**config.mk**
```make
export PLATFORM = sky130hd
export DESIGN_NAME = utf8_display_width_counter
export DESIGN_NICKNAME = d
export VERILOG_FILES = /design/src/rtl/u8dw_pkg.sv /design/src/rtl/utf8_display_width_counter.sv /design/src/rtl/u8dw_step.sv
export VERILOG_INCLUDE_DIRS = /design/src /design/src/rtl
export SDC_FILE = /design/constraint.sdc
export NUM_CORES = 1
export LEC_CHECK = 0
export BUFFER_PORTS_ARGS = -buffer_cell sky130_fd_sc_hd__buf_2
export CORE_AREA = 8 8 85 87
export CTS_BUF_LIST = sky130_fd_sc_hd__clkbuf_16
export CTS_CLUSTER_DIAMETER = 40
export DETAILED_ROUTE_END_ITERATION = 6
export DIE_AREA = 0 0 93 95
export PLACE_DENSITY = 0.88
export SLEW_MARGIN = 15
export SYNTH_ARGS = -nofsm -noshare
export SYNTH_HDL_FRONTEND = slang
export SYNTH_SLANG_ARGS = --single-unit
export TNS_END_PERCENT = 30
```
**constraint.sdc**
```tcl
create_clock -name clk -period 9.41 [get_ports clk]
set_input_delay 2.3525 -clock clk [delete_from_list [all_inputs] [get_ports clk]]
set_output_delay 2.3525 -clock clk [all_outputs]
set_load 0.02 [all_outputs]
```
**src/rtl/utf8_display_width_counter_macros.svh**
```systemverilog
// Assertion macros for the UTF-8 display width counter.
// Used by utf8_display_width_counter.sv; expects clk and rst_n in scope.
`ifndef UTF8_DISPLAY_WIDTH_COUNTER_MACROS_SVH
`define UTF8_DISPLAY_WIDTH_COUNTER_MACROS_SVH

// Same-cycle implication, disabled during reset.
`define U8DW_ASSERT_NOW(lbl, ante, cons, msg) \
  lbl: assert property (@(posedge clk) disable iff (!rst_n) (ante) |-> (cons)) else $error(msg);

// Next-cycle implication, disabled during reset.
`define U8DW_ASSERT_NEXT(lbl, ante, cons, msg) \
  lbl: assert property (@(posedge clk) disable iff (!rst_n) (ante) |=> (cons)) else $error(msg);

`endif

```
**src/rtl/u8dw_pkg.sv**
```systemverilog
// Shared types, constants and the display width classifier for the
// UTF-8 display width counter. No dependencies.
package u8dw_pkg;

  localparam int SUM_BITS = 16;
  localparam int CP_BITS  = 21;
  localparam int OUT_BITS = 16;
  localparam int REM_BITS = 2;

  typedef logic [CP_BITS-1:0]  cp_t;
  typedef logic [SUM_BITS-1:0] sum_t;
  typedef logic [OUT_BITS-1:0] total_t;
  typedef logic [1:0]          colw_t;   // columns of one code point: 0..2

  // Decoder state carried between bytes.
  typedef struct packed {
    cp_t                 partial;
    logic [REM_BITS-1:0] rem;
  } dec_state_t;

  // Terminal columns of one code point.
  function automatic colw_t cell_width(cp_t cp);
    colw_t w;
    w = 2'd1;
    if (cp < 21'h20 || cp inside {[21'h7F:21'h9F]} || cp inside {[21'h0300:21'h036F]}) begin
      w = 2'd0;
    end else if (cp inside {[21'h1100:21'h115F]} || cp == 21'h2329 || cp == 21'h232A ||
                 (cp inside {[21'h2E80:21'hA4CF]} && cp != 21'h303F) ||
                 cp inside {[21'hAC00:21'hD7A3]} || cp inside {[21'hF900:21'hFAFF]} ||
                 cp inside {[21'hFE10:21'hFE19]} || cp inside {[21'hFE30:21'hFE6F]} ||
                 cp inside {[21'hFF00:21'hFF60]} || cp inside {[21'hFFE0:21'hFFE6]} ||
                 cp inside {[21'h1F300:21'h1F64F]} || cp inside {[21'h1F900:21'h1F9FF]}) begin
      w = 2'd2;
    end
    return w;
  endfunction

  // Clamp the running sum to the output field.
  function automatic total_t sat_total(sum_t s);
    total_t t;
    if (33'(s) > 33'({OUT_BITS{1'b1}})) begin
      t = {OUT_BITS{1'b1}};
    end else begin
      t = OUT_BITS'(s);
    end
    return t;
  endfunction

endpackage

```
**src/rtl/utf8_display_width_counter.sv**
```systemverilog
// Top level of the UTF-8 display width counter.
// Depends on u8dw_pkg, u8dw_step and utf8_display_width_counter_macros.svh.
//
//  channel  ports                               transfer when
//  input    in_byte_in[7:0], in_last_byte       in_valid & in_ready
//  result   out_total_width[15:0]               out_valid & out_ready
//
// One byte per cycle while no last byte is blocked. A byte is held in the input register,
// then decode, width lookup and saturating add update the state in one step.
// The total is registered at the end of the cycle that decodes its last byte;
// a last byte passes the input register, then the output register, to out_valid.
// rst_n is synchronous, active low, and clears all control state and the sum.
// Input stalls only while a last byte waits on a full, unaccepted result.
`include "utf8_display_width_counter_macros.svh"

module utf8_display_width_counter (
  input  logic        clk,
  input  logic        rst_n,
  input  logic        in_valid,
  output logic        in_ready,
  input  logic [7:0]  in_byte_in,
  input  logic        in_last_byte,
  output logic        out_valid,
  input  logic        out_ready,
  output logic [15:0] out_total_width
);

  // input register
  logic       s1_valid_r;
  logic [7:0] s1_byte_r;
  logic       s1_last_r;
  logic       s1_fire;

  // decoder state and running sum
  u8dw_pkg::dec_state_t dec_r, dec_nxt, step_nxt;
  u8dw_pkg::sum_t       sum_r, sum_nxt;
  logic [2:0]           add_cols;
  logic [u8dw_pkg::SUM_BITS:0] sum_wide;

  // output register
  logic                 out_valid_r, out_valid_nxt;
  u8dw_pkg::total_t     out_total_width_r;

  // The decode stage moves unless it holds a last byte and the result slot
  // is full and not being drained this cycle.
  assign s1_fire  = s1_valid_r && (!s1_last_r || !out_valid_r || out_ready);
  assign in_ready = !s1_valid_r || s1_fire;

  u8dw_step u_step (
    .byte_in  (s1_byte_r),
    .cur      (dec_r),
    .nxt      (step_nxt),
    .add_cols (add_cols)
  );

  // Saturating accumulate; a last byte drops any unfinished sequence and
  // starts the next string from clean state.
  always_comb begin
    sum_wide = {1'b0, sum_r} + (u8dw_pkg::SUM_BITS+1)'(add_cols);
    if (sum_wide[u8dw_pkg::SUM_BITS]) begin
      sum_nxt = {u8dw_pkg::SUM_BITS{1'b1}};
    end else begin
      sum_nxt = sum_wide[u8dw_pkg::SUM_BITS-1:0];
    end
    dec_nxt = step_nxt;
  end

  always_comb begin
    out_valid_nxt = out_valid_r && !out_ready;
    if (s1_fire && s1_last_r) begin
      out_valid_nxt = 1'b1;
    end
  end

  // control state and sum
  always_ff @(posedge clk) begin
    if (!rst_n) begin
      s1_valid_r  <= 1'b0;
      out_valid_r <= 1'b0;
      dec_r       <= '0;
      sum_r       <= '0;
    end else begin
      if (in_ready) begin
        s1_valid_r <= in_valid;
      end
      out_valid_r <= out_valid_nxt;
      if (s1_fire) begin
        if (s1_last_r) begin
          dec_r <= '0;
          sum_r <= '0;
        end else begin
          dec_r <= dec_nxt;
          sum_r <= sum_nxt;
        end
      end
    end
  end

  // payload registers
  always_ff @(posedge clk) begin
    if (in_ready && in_valid) begin
      s1_byte_r <= in_byte_in;
      s1_last_r <= in_last_byte;
    end
    if (s1_fire && s1_last_r) begin
      out_total_width_r <= u8dw_pkg::sat_total(sum_nxt);
    end
  end

  assign out_valid       = out_valid_r;
  assign out_total_width = out_total_width_r;

  `U8DW_ASSERT_NEXT(a_clear_after_last, s1_fire && s1_last_r,
                    sum_r == '0 && dec_r == '0, "state not cleared after last byte")
  `U8DW_ASSERT_NEXT(a_sum_monotonic, s1_fire && !s1_last_r,
                    sum_r >= $past(sum_r), "running sum decreased inside a string")
  `U8DW_ASSERT_NOW(a_stall_cause, !in_ready,
                   s1_valid_r && s1_last_r && out_valid_r && !out_ready,
                   "input stalled without a blocked result")
  `U8DW_ASSERT_NOW(a_four_byte_lead, dec_r.rem == 2'd3, dec_r.partial < 21'd8,
                   "four-byte lead holds more than three bits")

endmodule

```
**src/rtl/u8dw_step.sv**
```systemverilog
// One decode step: byte plus decoder state gives next state and columns.
// Depends on u8dw_pkg.
module u8dw_step (
  input  logic [7:0]           byte_in,
  input  u8dw_pkg::dec_state_t cur,
  output u8dw_pkg::dec_state_t nxt,
  output logic [2:0]           add_cols
);

  logic                 is_cont;
  u8dw_pkg::dec_state_t base;
  u8dw_pkg::cp_t        shifted;
  logic [2:0]           pre_add;

  assign is_cont = (byte_in[7:6] == 2'b10);
  assign shifted = u8dw_pkg::CP_BITS'({cur.partial, byte_in[5:0]});

  always_comb begin
    nxt      = cur;
    add_cols = 3'd0;
    base     = cur;
    pre_add  = 3'd0;
    if (cur.rem != '0 && is_cont) begin
      // continuation: shift in six bits, score when the sequence completes
      nxt.partial = shifted;
      nxt.rem     = cur.rem - 1'b1;
      if (cur.rem == 2'd1) begin
        add_cols = {1'b0, u8dw_pkg::cell_width(shifted)};
      end
    end else begin
      if (cur.rem != '0) begin
        // broken sequence: replacement char, then reparse this byte as a lead
        pre_add      = 3'd1;
        base.partial = '0;
        base.rem     = '0;
      end
      nxt      = base;
      add_cols = pre_add;
      if (!byte_in[7]) begin
        add_cols = pre_add + {1'b0, u8dw_pkg::cell_width(u8dw_pkg::CP_BITS'(byte_in))};
      end else if (byte_in[7:5] == 3'b110) begin
        nxt.partial = u8dw_pkg::CP_BITS'(byte_in[4:0]);
        nxt.rem     = 2'd1;
      end else if (byte_in[7:4] == 4'b1110) begin
        nxt.partial = u8dw_pkg::CP_BITS'(byte_in[3:0]);
        nxt.rem     = 2'd2;
      end else if (byte_in[7:3] == 5'b11110) begin
        nxt.partial = u8dw_pkg::CP_BITS'(byte_in[2:0]);
        nxt.rem     = 2'd3;
      end else begin
        add_cols = pre_add + 3'd1;
      end
    end
  end

endmodule
```
; Word level (Yosys, flattened, before mapping)
; Index checks and enable logic that the tools add are counted.
[word_totals]
output_inout_bits = 18
in_bits = 13
regBits = 66
word_cells = 156
[classes]
add_sub_neg = 4
eq_ne = 8
n_reduce_logical = 62
mux = 24
order_cmp = 50
[ops]
columns = cell, n
row1 = 23-bit two-way mux, 7
row2 = "21-bit by 16-bit less-or-equal comparator with 1-bit output, second input constant", 7
row3 = "21-bit by 16-bit greater-or-equal comparator with 1-bit output, second input constant", 6
row4 = "8-bit by 16-bit less-or-equal comparator with 1-bit output, second input constant", 7
row5 = "8-bit by 16-bit greater-or-equal comparator with 1-bit output, second input constant", 6
row6 = "21-bit by 14-bit equality test with 1-bit output, second input constant", 2
row7 = "21-bit by 17-bit greater-or-equal comparator with 1-bit output, second input constant", 2
row8 = "21-bit by 17-bit less-or-equal comparator with 1-bit output, second input constant", 2
row9 = "8-bit by 17-bit greater-or-equal comparator with 1-bit output, second input constant", 2
row10 = "8-bit by 17-bit less-or-equal comparator with 1-bit output, second input constant", 2
row11 = 16-bit two-way mux, 2
row12 = 1-bit logical AND, 30
row13 = 1-bit logical OR, 27
row14 = "21-bit by 10-bit greater-or-equal comparator with 1-bit output, second input constant", 1
row15 = "21-bit by 13-bit greater-or-equal comparator with 1-bit output, second input constant", 1
row16 = "21-bit by 14-bit greater-or-equal comparator with 1-bit output, second input constant", 1
row17 = "21-bit by 7-bit greater-or-equal comparator with 1-bit output, second input constant", 1
row18 = "21-bit by 10-bit less-or-equal comparator with 1-bit output, second input constant", 1
row19 = "21-bit by 13-bit less-or-equal comparator with 1-bit output, second input constant", 1
row20 = "21-bit by 8-bit less-or-equal comparator with 1-bit output, second input constant", 1
row21 = "21-bit by 6-bit less-than comparator with 1-bit output, second input constant", 1
row22 = "21-bit by 14-bit != test with 1-bit output, second input constant", 1
row23 = 3-bit two-way mux, 6
row24 = 16-bit by 3-bit adder with 17-bit output, 1
row25 = other kinds (20), 30

; Logic depth before layout (Yosys ltp)
[depth]
word_depth = 21
mapped_depth = 20
ltp_nobuf = 18

; By module
; Synthesis repeated with hierarchy kept, for this count alone.
[unflattened]
hier_cells = 463
hier_area_um2 = 3987.6
[modules_own_cells]
columns = mod, area_each_um2, cells_per_inst, instances
row1 = utf8_display_width_counter, 2850.2, 289, 1
row2 = u8dw_step, 1137.3, 174, 1

; Worst setup path after synthesis
; OpenSTA, ideal clock, no wires.
[synth_path]
path_kind = input to output
from = input port out_ready
to = output port in_ready
slack_ns = 4.285
t_arrival_ns = 2.772
cell_stages = 2
required_ns = 7.057
cell_sequence = nor2b_1 -> nand3_1
[synth_via]
elab_chain_len = 3
[synth_lines]
columns = item, line
row1 = start: declaration, utf8_display_width_counter.sv:24  ; input logic out_ready,
row2 = 1-bit logical OR, utf8_display_width_counter.sv:46  ; assign s1_fire = s1_valid_r && (!s1_last_r || !out_valid_r || out_ready);
row3 = 1-bit logical AND, utf8_display_width_counter.sv:46
row4 = 1-bit logical OR, utf8_display_width_counter.sv:47  ; assign in_ready = !s1_valid_r || s1_fire;
row5 = end: declaration, utf8_display_width_counter.sv:20  ; output logic in_ready,
; Every way passes these cells.

; Final worst setup path
; Ends and elaborated chain as after synthesis.

==> results.json <==
{
  "outcome": "complete, no violations",
  "place.gp.congestion": 0.9454,
  "post-place-cells": 462,
  "p_int_uw": 520.7,
  "stdcell_count": 477,
  "cts-resized-gates": 0,
  "clock.fmax_ghz": 0.1863,
  "postLayoutCellArea_um2": 3822,
  "synth.distinct_cells": 61,
  "synthAdderAreaFrac": 0.02816,
  "ir_drop_mv": 0.1408,
  "drv_slew": 0,
  "hold_viol_final": 0,
  "muxShareOfSynthArea": 0,
  "critPathCapture": "in_ready",
  "n_antenna_cell": 0,
  "ys_warn_count": 0,
  "relSlewSlack": 0.2780,
  "hold_buffers": 0,
  "crit_fanout": 4,
  "io_buffers": 30,
  "finalCritPeriodShare": 0.5703,
  "via_count": 3093,
  "pre_cts_ws_ns": 4.092,
  "synth_top_family_by_area": "simple AND/OR/NAND/NOR gates",
  "synth_edf_count": 25,
  "grt_max_degree": 37,
  "worst_pin_slew_ns": 1.081,
  "yosysTopAreaCellShare": 0.2223,
  "p_seq_frac": 0.434,
  "p_leak_nw": 1.348,
  "clockRootBuffer": "clkbuf_16",
  "worstSetupPathType": "in2out",
  "synth_seq_area_share": 0.4298,
  "cts_max_path_buffers": 2,
  "hold_path.class": "reg2reg",
  "worstSetupStartpoint": "out_ready",
  "cts_made_buffers": 9,
  "swShare": 0.2156,
  "whs_ns": 0.5156,
  "insertion_delay_ns": 0.32,
  "worstRegToRegCells": 16,
  "combPwrFrac": 0.059,
  "fin_skew_ns": 0.005479,
  "vias_per_cell": 6.484,
  "fp-row-count": 28,
  "powerDensity_nw_per_um2": 173.7,
  "synth_compound_area_frac": 0.2038,
  "synth_common_cells": "nand2_1 (36), dfxtp_1 (35), nor2b_1 (30)",
  "reg2reg_to": "sum_r[0]",
  "path_clk_slew_ns": 0.05,
  "post-route-min-period_ns": 5.367,
  "tns_ns": 0,
  "drive_gt1_frac": 0.1294,
  "coreArea_um2": 5816,
  "die_h_um": 95,
  "num-nets-final": 418,
  "rr_startpoint": "s1_byte_r[5]",
  "routed_wl_um": 8162,
  "avgSynthCellArea_um2": 8.817,
  "num-fill-cells": 482,
  "clock_sinks": 60,
  "synth_top_area_cell": "edfxtp_1",
  "grt_pass1_wl_um": 13770,
  "drtIter0Drc": 388,
  "placed_area_um2": 3517,
  "syn_nets": 403,
  "grt_util_all_layers": 0.1933,
  "cp.arrival_ns": 3.01,
  "final-setup-viol-count": 0,
  "synthTopCellsByArea": "edfxtp_1 (22%), dfxtp_1 (21%), a22oi_1 (5.6%)",
  "drv_cap": 0,
  "synth_most_common_cell": "nand2_1",
  "dr.pass1.iters": 5,
  "hpwl_um": 5221,
  "synth-simple-area-share": 0.2557,
  "syn_area_um2": 3377,
  "ys_async_sr_fraction": 0,
  "synthFlopType": "dfxtp_1",
  "cts_max_level": 3,
  "routed.top_layer": "met4",
  "ioPinCount": 31,
  "p_clk_frac": 0.507,
  "wl_per_cell_um": 17.11,
  "wl_met2_um": 3884,
  "p_switching_uw": 143.1,
  "antenna_left": 0,
  "worst-r2r-setup-slack_ns": 4.80,
  "synth_xor_area_frac": 0.02853,
  "start_util": 0.5807,
  "met1Wirelength_um": 3427,
  "cts_setup_buffers": 0,
  "dr_wl_met3_um": 680,
  "syn_inst": 383,
  "die_area_um2": 8835,
  "rsz0062_at_grt": "no",
  "setup_ws_ns": 4.043,
  "end_kind": "primary output",
  "antenna_found_initial": 0,
  "cts_tree": "built",
  "worstPathRequired_ns": 7.06,
  "synthToLayoutAreaGrowth_pct": 13.19,
  "startpoint_type": "input pin",
  "ys_seq_elements": 60,
  "die_width_um": 93,
  "grt.overflow.total": 0,
  "grt_pass1_vias": 2915,
  "drc": 0
}
## state kept, by name (all words and copies together), names as in the netlist
register / flops
dec_r: 17
out_total_width: 16
sum_r: 16
s1_byte_r: 8
out_valid: 1
s1_last_r: 1
s1_valid_r: 1
## worst min-delay path by stage
stage                         start        end  slack, ns  cells after the start
final                     dec_r[13]  dec_r[13]       0.52                      2
after global routing      dec_r[14]  dec_r[14]       0.58                      2
after CTS                 dec_r[13]  dec_r[13]       0.53                      2
after detailed placement  dec_r[13]  dec_r[13]       0.51                      2
after global placement    dec_r[13]  dec_r[13]       0.49                      2
after floorplan           dec_r[16]  dec_r[16]       0.48                      2
## critical path, stage by stage
cell,delay [ns]
buf_2,0.10
nor2b_1,0.24
nand3_1,0.14
buf_2,0.18
## cell usage in the layout (no fill, tap or decap), types with 6 or more instances in the layout
master     count
and3_1         6
a22oi_1       25
nor4_1         7
nor2b_1       30
edfxtp_1      25
nor3_1        11
buf_2         30
nor2_1        23
nand3_1       18
ha_1           6
o21ai_0       10
inv_1         13
nand2_1       36
clkbuf_16      9
a31oi_1        7
dfxtp_1       35
a21oi_1       16
xnor2_1        6
## power by group through the flow
stage	sequential, mW	combinational, mW	clock [mW]
global placement	0.292	0.0367	0
detailed placement	0.292	0.0381	0
finish	0.288	0.0389	0.337
CTS	0.287	0.0388	0.341
global route	0.289	0.0425	0.354
floorplan	0.292	0.0259	0
## through the flow
| stage | total power, mW | utilization |
|---|---|---|
| after global placement | 0.3288 | 0.6048 |
| after floorplan | 0.3180 | - |
| after CTS | 0.6668 | 0.6573 |
| final | 0.6638 | 0.6573 |
| after global routing | 0.6851 | 0.6573 |
| after detailed placement | 0.3305 | 0.6048 |
## final cells by class
class / count / area [um2] / share of cell area
multi-input cells: 280 / 1750 / 0.4579
clock inverters: 6 / 80.08 / 0.02095
flip-flops and latches: 60 / 1451 / 0.3797
well taps: 75 / 93.84 / 0.02455
repair buffers: 32 / 165.2 / 0.04321
inverters: 15 / 56.30 / 0.01473
clock buffers: 9 / 225.2 / 0.05892
## per-layer routing
layer,global-route usage,vias up
li1,-,1437
met1,0.2388,1445
met4,0.09933,0
met2,0.3130,187
met5,0,-
met3,0.04048,24
## kinds of logic (layout without fill, tap and decap cells)
| group | after synthesis | count (layout) |
|---|---|---|
| AND/OR/NAND/NOR | 162 | 162 |
| AO/OA/AOI/OAI | 100 | 100 |
| flip-flops | 60 | 60 |
| buffers and inverters | 43 | 62 |
| XOR/XNOR | 11 | 11 |
| adder cells (fa/ha/maj) | 7 | 7 |
No activity file was read; power rests on OpenSTA's default activity.
